### src/h2r_pkg.sv
// ----------------------------------------------------------------------------
// h2r_pkg
// Shared types and codes for the hsv to rgb converter: the hue sector.
// ----------------------------------------------------------------------------
package h2r_pkg;

  localparam int unsigned SECTOR_W = 3;

  typedef logic [SECTOR_W-1:0] sector_t;

  // hue sectors of 60 degrees each
  localparam sector_t SECTOR_RED_YELLOW     = 3'd0;
  localparam sector_t SECTOR_YELLOW_GREEN   = 3'd1;
  localparam sector_t SECTOR_GREEN_CYAN     = 3'd2;
  localparam sector_t SECTOR_CYAN_BLUE      = 3'd3;
  localparam sector_t SECTOR_BLUE_MAGENTA   = 3'd4;
  localparam sector_t SECTOR_MAGENTA_RED    = 3'd5;

endpackage

### src/hsv_to_rgb_converter.sv
// ----------------------------------------------------------------------------
// hsv_to_rgb_converter
// Converts hue, saturation and value into red, green and blue components.
// ----------------------------------------------------------------------------
//
//   channel   handshake       payload
//   --------  --------------  ---------------------------------------------
//   input     push / full     hue_i, saturation_i, brightness_i
//   result    pop / empty     red_o, green_o, blue_o
//
// one item per clock sustained while results are taken; an accepted item
// passes the decoupling queue, the four-stage multiply/divide pipeline in
// the back part and the result queue before it is visible as a result
// reset clears queue pointers and pipeline valid bits, no clearing pass
// a stalled result side holds the pipeline; the input side keeps taking
// items until the decoupling queue fills
//
module hsv_to_rgb_converter #(
  parameter int unsigned CHANNEL_BITS = 8,
  parameter int unsigned HUE_BITS     = 16,
  parameter int unsigned MID_DEPTH    = 4,
  parameter int unsigned OUT_DEPTH    = 2
) (
  input  logic                    clk_i,
  input  logic                    rst_ni,
  input  logic                    push,
  output logic                    full,
  input  logic [HUE_BITS-1:0]     hue_i,
  input  logic [CHANNEL_BITS-1:0] saturation_i,
  input  logic [CHANNEL_BITS-1:0] brightness_i,
  input  logic                    pop,
  output logic                    empty,
  output logic [CHANNEL_BITS-1:0] red_o,
  output logic [CHANNEL_BITS-1:0] green_o,
  output logic [CHANNEL_BITS-1:0] blue_o
);

  localparam int unsigned C      = CHANNEL_BITS;
  localparam int unsigned H      = HUE_BITS;
  localparam int unsigned SW     = h2r_pkg::SECTOR_W;
  localparam int unsigned MID_W  = SW + H + 2 * C;
  localparam int unsigned OUT_W  = 3 * C;

  // front side: classified item heading into the decoupling queue
  logic                 fr_wr;
  h2r_pkg::sector_t     fr_sector;
  logic [H-1:0]         fr_frac;
  logic [C-1:0]         fr_sat;
  logic [C-1:0]         fr_val;

  // decoupling queue
  logic [MID_W-1:0]     mid_rd_data;
  logic                 mid_empty;
  logic                 mid_pop;

  // back side
  logic                 bk_ready;
  logic                 bk_push;
  logic [C-1:0]         bk_red, bk_green, bk_blue;
  logic                 out_full;
  logic [OUT_W-1:0]     out_data;

  h2r_front #(
    .CHANNEL_BITS (C),
    .HUE_BITS     (H)
  ) u_front (
    .push_i       (push),
    .queue_full_i (full),
    .hue_i        (hue_i),
    .saturation_i (saturation_i),
    .brightness_i (brightness_i),
    .wr_o         (fr_wr),
    .sector_o     (fr_sector),
    .frac_o       (fr_frac),
    .sat_o        (fr_sat),
    .val_o        (fr_val)
  );

  h2r_fifo #(
    .WIDTH (MID_W),
    .DEPTH (MID_DEPTH)
  ) u_mid_queue (
    .clk_i   (clk_i),
    .rst_ni  (rst_ni),
    .push_i  (fr_wr),
    .data_i  ({fr_sector, fr_frac, fr_sat, fr_val}),
    .pop_i   (mid_pop),
    .data_o  (mid_rd_data),
    .full_o  (full),
    .empty_o (mid_empty)
  );

  // issue into the pipeline whenever it is moving
  assign mid_pop = !mid_empty && bk_ready;

  h2r_back #(
    .CHANNEL_BITS (C),
    .HUE_BITS     (H)
  ) u_back (
    .clk_i      (clk_i),
    .rst_ni     (rst_ni),
    .valid_i    (mid_pop),
    .ready_o    (bk_ready),
    .sector_i   (h2r_pkg::sector_t'(mid_rd_data[MID_W-1 -: SW])),
    .frac_i     (mid_rd_data[2*C +: H]),
    .sat_i      (mid_rd_data[C +: C]),
    .val_i      (mid_rd_data[0 +: C]),
    .out_full_i (out_full),
    .push_o     (bk_push),
    .red_o      (bk_red),
    .green_o    (bk_green),
    .blue_o     (bk_blue)
  );

  // result queue parts the pipeline from the consumer
  h2r_fifo #(
    .WIDTH (OUT_W),
    .DEPTH (OUT_DEPTH)
  ) u_out_queue (
    .clk_i   (clk_i),
    .rst_ni  (rst_ni),
    .push_i  (bk_push),
    .data_i  ({bk_red, bk_green, bk_blue}),
    .pop_i   (pop),
    .data_o  (out_data),
    .full_o  (out_full),
    .empty_o (empty)
  );

  assign red_o   = out_data[2*C +: C];
  assign green_o = out_data[C +: C];
  assign blue_o  = out_data[0 +: C];

endmodule

### src/h2r_fifo.sv
// ----------------------------------------------------------------------------
// h2r_fifo
// Small first-word-fall-through queue built from a register array.
// ----------------------------------------------------------------------------
module h2r_fifo #(
  parameter int unsigned WIDTH = 8,
  parameter int unsigned DEPTH = 4
) (
  input  logic             clk_i,
  input  logic             rst_ni,
  input  logic             push_i,
  input  logic [WIDTH-1:0] data_i,
  input  logic             pop_i,
  output logic [WIDTH-1:0] data_o,
  output logic             full_o,
  output logic             empty_o
);

  localparam int unsigned AW = (DEPTH > 1) ? $clog2(DEPTH) : 1;
  localparam int unsigned CW = $clog2(DEPTH + 1);

  logic [WIDTH-1:0] mem_q [DEPTH];
  logic [AW-1:0]    wr_ptr_q, wr_ptr_d;
  logic [AW-1:0]    rd_ptr_q, rd_ptr_d;
  logic [CW-1:0]    count_q, count_d;
  logic             do_push, do_pop;

  assign full_o  = (count_q == CW'(DEPTH));
  assign empty_o = (count_q == '0);
  assign do_push = push_i && !full_o;
  assign do_pop  = pop_i && !empty_o;
  assign data_o  = mem_q[rd_ptr_q];

  always_comb begin
    wr_ptr_d = wr_ptr_q;
    rd_ptr_d = rd_ptr_q;
    count_d  = count_q;
    if (do_push) begin
      wr_ptr_d = (wr_ptr_q == AW'(DEPTH - 1)) ? '0 : wr_ptr_q + 1'b1;
    end
    if (do_pop) begin
      rd_ptr_d = (rd_ptr_q == AW'(DEPTH - 1)) ? '0 : rd_ptr_q + 1'b1;
    end
    if (do_push && !do_pop) begin
      count_d = count_q + 1'b1;
    end else if (do_pop && !do_push) begin
      count_d = count_q - 1'b1;
    end
  end

  always_ff @(posedge clk_i or negedge rst_ni) begin
    if (!rst_ni) begin
      wr_ptr_q <= '0;
      rd_ptr_q <= '0;
      count_q  <= '0;
    end else begin
      wr_ptr_q <= wr_ptr_d;
      rd_ptr_q <= rd_ptr_d;
      count_q  <= count_d;
    end
  end

  always_ff @(posedge clk_i) begin
    if (do_push) begin
      mem_q[wr_ptr_q] <= data_i;
    end
  end

endmodule

### src/h2r_front.sv
// ----------------------------------------------------------------------------
// h2r_front
// Accepts colors and splits the hue into a sector and a fraction.
// ----------------------------------------------------------------------------
module h2r_front #(
  parameter int unsigned CHANNEL_BITS = 8,
  parameter int unsigned HUE_BITS     = 16
) (
  input  logic                    push_i,
  input  logic                    queue_full_i,
  input  logic [HUE_BITS-1:0]     hue_i,
  input  logic [CHANNEL_BITS-1:0] saturation_i,
  input  logic [CHANNEL_BITS-1:0] brightness_i,
  output logic                    wr_o,
  output h2r_pkg::sector_t        sector_o,
  output logic [HUE_BITS-1:0]     frac_o,
  output logic [CHANNEL_BITS-1:0] sat_o,
  output logic [CHANNEL_BITS-1:0] val_o
);

  // hue * 6 as a shift-add
  logic [HUE_BITS+2:0] hue_ext;
  logic [HUE_BITS+2:0] hue6;

  assign hue_ext  = {3'b000, hue_i};
  assign hue6     = (hue_ext << 2) + (hue_ext << 1);
  assign sector_o = h2r_pkg::sector_t'(hue6[HUE_BITS+2:HUE_BITS]);
  assign frac_o   = hue6[HUE_BITS-1:0];
  assign sat_o    = saturation_i;
  assign val_o    = brightness_i;
  assign wr_o     = push_i && !queue_full_i;

endmodule

### src/h2r_back.sv
// ----------------------------------------------------------------------------
// h2r_back
// Four-stage arithmetic pipeline forming p, q, t and the sector mux.
// ----------------------------------------------------------------------------
module h2r_back #(
  parameter int unsigned CHANNEL_BITS = 8,
  parameter int unsigned HUE_BITS     = 16
) (
  input  logic                    clk_i,
  input  logic                    rst_ni,
  input  logic                    valid_i,
  output logic                    ready_o,
  input  h2r_pkg::sector_t        sector_i,
  input  logic [HUE_BITS-1:0]     frac_i,
  input  logic [CHANNEL_BITS-1:0] sat_i,
  input  logic [CHANNEL_BITS-1:0] val_i,
  input  logic                    out_full_i,
  output logic                    push_o,
  output logic [CHANNEL_BITS-1:0] red_o,
  output logic [CHANNEL_BITS-1:0] green_o,
  output logic [CHANNEL_BITS-1:0] blue_o
);

  localparam int unsigned C  = CHANNEL_BITS;
  localparam int unsigned H  = HUE_BITS;
  localparam int unsigned PW = 2 * C;

  // floor(x / (2^C - 1)) by reciprocal estimate and one correction step
  function automatic logic [C-1:0] div_cmax(input logic [PW-1:0] x);
    logic        [PW:0]   est;
    logic        [C:0]    q0;
    logic        [C:0]    qf;
    logic signed [PW+2:0] rem;
    logic signed [PW+2:0] cmax_s;
    est    = {1'b0, x} + {{(C+1){1'b0}}, x[PW-1:C]} + {{PW{1'b0}}, 1'b1};
    q0     = est[PW:C];
    rem    = signed'({3'b000, x}) - signed'({2'b00, q0, {C{1'b0}}})
             + signed'({{(C+2){1'b0}}, q0});
    cmax_s = signed'({{(C+3){1'b0}}, {C{1'b1}}});
    if (rem < 0) begin
      qf = q0 - 1'b1;
    end else if (rem >= cmax_s) begin
      qf = q0 + 1'b1;
    end else begin
      qf = q0;
    end
    return qf[C-1:0];
  endfunction

  logic advance;

  // stage 1: v*s
  logic                  s1_valid_q;
  logic [PW-1:0]         s1_vs_q;
  logic [C-1:0]          s1_v_q;
  logic [H-1:0]          s1_f_q;
  h2r_pkg::sector_t      s1_sec_q;

  // stage 2: v*s*f
  logic                  s2_valid_q;
  logic [PW+H-1:0]       s2_w_q;
  logic [PW-1:0]         s2_vs_q;
  logic [C-1:0]          s2_v_q;
  h2r_pkg::sector_t      s2_sec_q;

  // stage 3: numerators over cmax
  logic                  s3_valid_q;
  logic [PW-1:0]         s3_xp_q, s3_xq_q, s3_xt_q;
  logic [C-1:0]          s3_v_q;
  h2r_pkg::sector_t      s3_sec_q;

  // stage 4: p, q, t
  logic                  s4_valid_q;
  logic [C-1:0]          s4_p_q, s4_q_q, s4_t_q;
  logic [C-1:0]          s4_v_q;
  h2r_pkg::sector_t      s4_sec_q;

  logic [PW-1:0]         vm;
  logic [PW-1:0]         w_floor;
  logic [PW-1:0]         w_ceil;

  assign advance = !s4_valid_q || !out_full_i;
  assign ready_o = advance;
  assign push_o  = s4_valid_q && !out_full_i;

  assign vm      = {s2_v_q, {C{1'b0}}} - {{C{1'b0}}, s2_v_q};
  assign w_floor = s2_w_q[PW+H-1:H];
  assign w_ceil  = w_floor + {{(PW-1){1'b0}}, |s2_w_q[H-1:0]};

  always_ff @(posedge clk_i or negedge rst_ni) begin
    if (!rst_ni) begin
      s1_valid_q <= 1'b0;
      s2_valid_q <= 1'b0;
      s3_valid_q <= 1'b0;
      s4_valid_q <= 1'b0;
    end else if (advance) begin
      s1_valid_q <= valid_i;
      s2_valid_q <= s1_valid_q;
      s3_valid_q <= s2_valid_q;
      s4_valid_q <= s3_valid_q;
    end
  end

  always_ff @(posedge clk_i) begin
    if (advance) begin
      s1_vs_q  <= val_i * sat_i;
      s1_v_q   <= val_i;
      s1_f_q   <= frac_i;
      s1_sec_q <= sector_i;

      s2_w_q   <= s1_vs_q * s1_f_q;
      s2_vs_q  <= s1_vs_q;
      s2_v_q   <= s1_v_q;
      s2_sec_q <= s1_sec_q;

      s3_xp_q  <= vm - s2_vs_q;
      s3_xq_q  <= vm - w_ceil;
      s3_xt_q  <= vm - s2_vs_q + w_floor;
      s3_v_q   <= s2_v_q;
      s3_sec_q <= s2_sec_q;

      s4_p_q   <= div_cmax(s3_xp_q);
      s4_q_q   <= div_cmax(s3_xq_q);
      s4_t_q   <= div_cmax(s3_xt_q);
      s4_v_q   <= s3_v_q;
      s4_sec_q <= s3_sec_q;
    end
  end

  always_comb begin
    case (s4_sec_q)
      h2r_pkg::SECTOR_RED_YELLOW: begin
        red_o = s4_v_q; green_o = s4_t_q; blue_o = s4_p_q;
      end
      h2r_pkg::SECTOR_YELLOW_GREEN: begin
        red_o = s4_q_q; green_o = s4_v_q; blue_o = s4_p_q;
      end
      h2r_pkg::SECTOR_GREEN_CYAN: begin
        red_o = s4_p_q; green_o = s4_v_q; blue_o = s4_t_q;
      end
      h2r_pkg::SECTOR_CYAN_BLUE: begin
        red_o = s4_p_q; green_o = s4_q_q; blue_o = s4_v_q;
      end
      h2r_pkg::SECTOR_BLUE_MAGENTA: begin
        red_o = s4_t_q; green_o = s4_p_q; blue_o = s4_v_q;
      end
      default: begin
        red_o = s4_v_q; green_o = s4_p_q; blue_o = s4_q_q;
      end
    endcase
  end

endmodule

### config.mk
export PLATFORM = sky130hd
export DESIGN_NAME = hsv_to_rgb_converter
export DESIGN_NICKNAME = d
export VERILOG_FILES = /design/src/h2r_pkg.sv /design/src/hsv_to_rgb_converter.sv /design/src/h2r_fifo.sv /design/src/h2r_front.sv /design/src/h2r_back.sv
export SDC_FILE = /design/constraint.sdc
export NUM_CORES = 1
export LEC_CHECK = 0
export BUFFER_PORTS_ARGS = -buffer_cell sky130_fd_sc_hd__buf_2
export CAP_MARGIN = 20
export CELL_PAD_IN_SITES_DETAIL_PLACEMENT = 0
export CELL_PAD_IN_SITES_GLOBAL_PLACEMENT = 1
export CORE_MARGIN = 2
export CORE_UTILIZATION = 38
export DETAILED_ROUTE_END_ITERATION = 8
export PLACE_DENSITY_LB_ADDON = 0.1
export SLEW_MARGIN = 40
export SYNTH_ARGS = -nofsm -noshare
export SYNTH_HDL_FRONTEND = slang
export SYNTH_SLANG_ARGS = --single-unit
### constraint.sdc
create_clock -name clk_i -period 19.26 [get_ports clk_i]
set_clock_uncertainty 0.15 [all_clocks]
set_input_delay 3.852 -clock clk_i [delete_from_list [all_inputs] [get_ports clk_i]]
set_output_delay 3.852 -clock clk_i [all_outputs]
set_load 0.01 [all_outputs]
==> reports/metrics.cfg <==
[synth]
syn_inst=2836
synth_top_area_share_pct=36.3
synth_top_area_cell=edfxtp_1
postSynthAreaPerCell_sq_um=11.0
synthFlopType=edfxtp_1
ys_types=82
async_flop_share_pct=3.82
yosys_register_bits=393
yosysSeqAreaShare_pct=37.5
synth_top_family_by_area=adder cells
synthMuxAreaShare_pct=4.72
yosysMostFrequentCell=edfxtp_1
synth_simple_gate_area_share_pct=11.9
ys_top_cells_by_count=378 x edfxtp_1, 374 x inv_1, 303 x ha_1
synthesis.area_sq_um=31300
synth_edf_count=378
yosysWarnings=0
synth_compound_area_share_pct=9.01
synth_xor_area_share_pct=4.93
synthAdderAreaFrac_pct=26.6
synth_nets=3401
synthTopCellsByArea=edfxtp_1 36%, fa_1 14%, ha_1 12%

[worst_hold_path]
hp-class=reg2reg

[clock_tree]
postCtsSetupRepairBufs=0
cts_resized=0
clockBufferDepth=3
htreeDepth=2
insertion_delay_ns=0.59
clk_pin_slew_worst_paths_ns=0.06
cts.hold.buffers_added=0
cts.sinks=393
cts_buffers=44
cts_tree=done
root_buffer=clkbuf_16

[floorplanning]
die_h_um=291
core-area_sq_um=81800
die-area_sq_um=84700
fp-row-count=105
die-width_um=291
num_io_pins=62
start_util_pct=38.2

[timing]
slew_viol_final=0
post-route-period-util_pct=37.1
hold_viol_final=0
fin_crit_ns=7.14
setup_viol=0
maxClockFrequency_mhz=140
tightest_slew_ns=0.854
rsz0062_at_grt=no
fin_tns_setup_ns=0
maxSlewHeadroom_pct=43.0

[cells_and_area]
antennaDiodeCount=0
layout.nets=3452
drive_above_1_share_pct=8.32
area_delta_synth_final_pct=9.46

[critical_path]
crit_cells=17
crit_path_end_kind=flop
r2r_setup_slack_ns=12.14
crit_buf_inv=2
cp_cell_sequence=buf_2 > ha_1 > inv_1 > fa_1 > nor2b_1 > o21ai_0 > a21boi_0 > o21ai_0 > a21boi_0 > o21ai_0 > a21boi_0 > o21ai_0 > a21boi_0 > o21ai_0 > a21boi_0 > nor4_1 > a311oi_1
ff2ff_path_depth=22
crit_start=hue_i[0]
path_delay_family=compound AO/OA/AOI/OAI gates
reg2reg_from=u_back.s1_vs_q[12]$_DFFE_PN_
r2r_end=u_back.s2_w_q[31]$_DFFE_PN_
crit_path_max_fanout=5
start_kind=input pin
worstSetupPathType=in2reg
crit_slowest_cell=a311oi_1
critical_path.endpoint=u_mid_queue.mem_q[1][32]$_DFFE_PP_
crit_arrival_ns=7.32
worstPathRequired_ns=19.44
cpPeakStageDelay_ns=0.44

[global_routing]
grt_usage_pct=17.3
grt_first_pass_wirelength_um=117000
antenna_found_initial=0
first_global_vias=21300
grt_max_degree=74
grt.overflow.total=0

[detailed_routing]
drt_iter0_markers=1041
routed-via-count=20400
viasPerCell=5.11
drtAntennaViolNets=0
wl_per_cell_um=18.0
drtPass1Iterations=5
drcViolationCount=0
wirelength_um=72000

[placement]
gp_congestion=0.836
io_buffers=61
dp_hpwl_um=55200

[flow_run]
drv_cap=0

[status]
status=completed

-- cells by family after synthesis --
| group | count (synthesis) |
|---|---|
| buffers and inverters | 448 |
| muxes | 100 |
| and+or+nand+nor | 762 |
| DFF | 393 |
| adders and majority gates | 529 |
| xor gates and xnor gates | 176 |
| AOI/OAI and AO/OA | 428 |
-- layer usage --
metal / part of all wire, % / track usage, %
met1: 48 / 23.8
met2: 48 / 29.3
met3: 2.8 / 1.83
met4: 2.1 / 4.32
met5: 0 / 0
-- cells in the final DEF, fill, tap and decap left out, types with 30 or more instances in the layout --
cell type	Yosys	layout
edfxtp_1	378	378
inv_1	374	374
ha_1	303	303
nand2_1	288	288
fa_1	226	226
and2_1	176	176
xnor2_1	128	128
nor2_1	125	123
a21oi_1	122	122
o21ai_0	82	82
buf_2	0	61
xor2_1	48	48
clkbuf_16	0	44
mux2_2	40	40
mux4_2	34	34
a21o_1	31	31
nor3_1	30	30
-- through the flow --
| step | cells | setup slack, ns | area [sq um] | hold WS (ns) | util [%] |
|---|---|---|---|---|---|
| after CTS | 3990 | 12.09 | 34200 | 0.251 | 41.8 |
| after detailed placement | 3911 | 11.56 | 32800 | 0.255 | 40.1 |
| after global placement | 3908 | 11.68 | 32800 | 0.253 | 40.0 |
| final | 3990 | 12.12 | 34300 | 0.244 | 41.9 |
| after global routing | 3990 | 11.45 | 34300 | 0.267 | 41.9 |
| after floorplan | 2836 | 11.84 | 31300 | 0.250 | - |
-- cell type report --
cell class                 instances  area [sq um]
clock buffer                      53          1130
clock inverter                    26           277
fill                            7779         47600
inverter                         375          1410
multi-input combinational       1995         17900
sequential                       393         11700
tap                             1070          1340
timing repair buffer              78           460
-- registers in the layout, summed over array words and instances (netlist names), 15 cells and up --
signal,count
u_back.s3_xt_q,16
u_back.s2_vs_q,16
u_back.s1_vs_q,16
u_back.s2_w_q,31
u_out_queue.mem_q,48
u_back.s3_xp_q,16
u_back.s1_f_q,15
u_back.s3_xq_q,16
u_mid_queue.mem_q,136
-- worst min path at each step --
stage / depth (start not counted) / from / to
3_5_place_dp: 0 / u_back.s1_sec_q[2]$_DFFE_PN_ / u_back.s2_sec_q[2]$_DFFE_PN_
4_1_cts: 0 / u_back.s3_v_q[4]$_DFFE_PN_ / u_back.s4_v_q[4]$_DFFE_PN_
6_report: 0 / u_back.s3_v_q[4]$_DFFE_PN_ / u_back.s4_v_q[4]$_DFFE_PN_
5_1_grt: 0 / u_back.s1_v_q[7]$_DFFE_PN_ / u_back.s2_v_q[7]$_DFFE_PN_
3_3_place_gp: 0 / u_back.s1_sec_q[2]$_DFFE_PN_ / u_back.s2_sec_q[2]$_DFFE_PN_
2_1_floorplan: 0 / u_back.s1_sec_q[0]$_DFFE_PN_ / u_back.s2_sec_q[0]$_DFFE_PN_
Power is left out: the tool's default activity adds up to more than one toggle a clock period on the data nets, which glitch-free logic cannot reach.
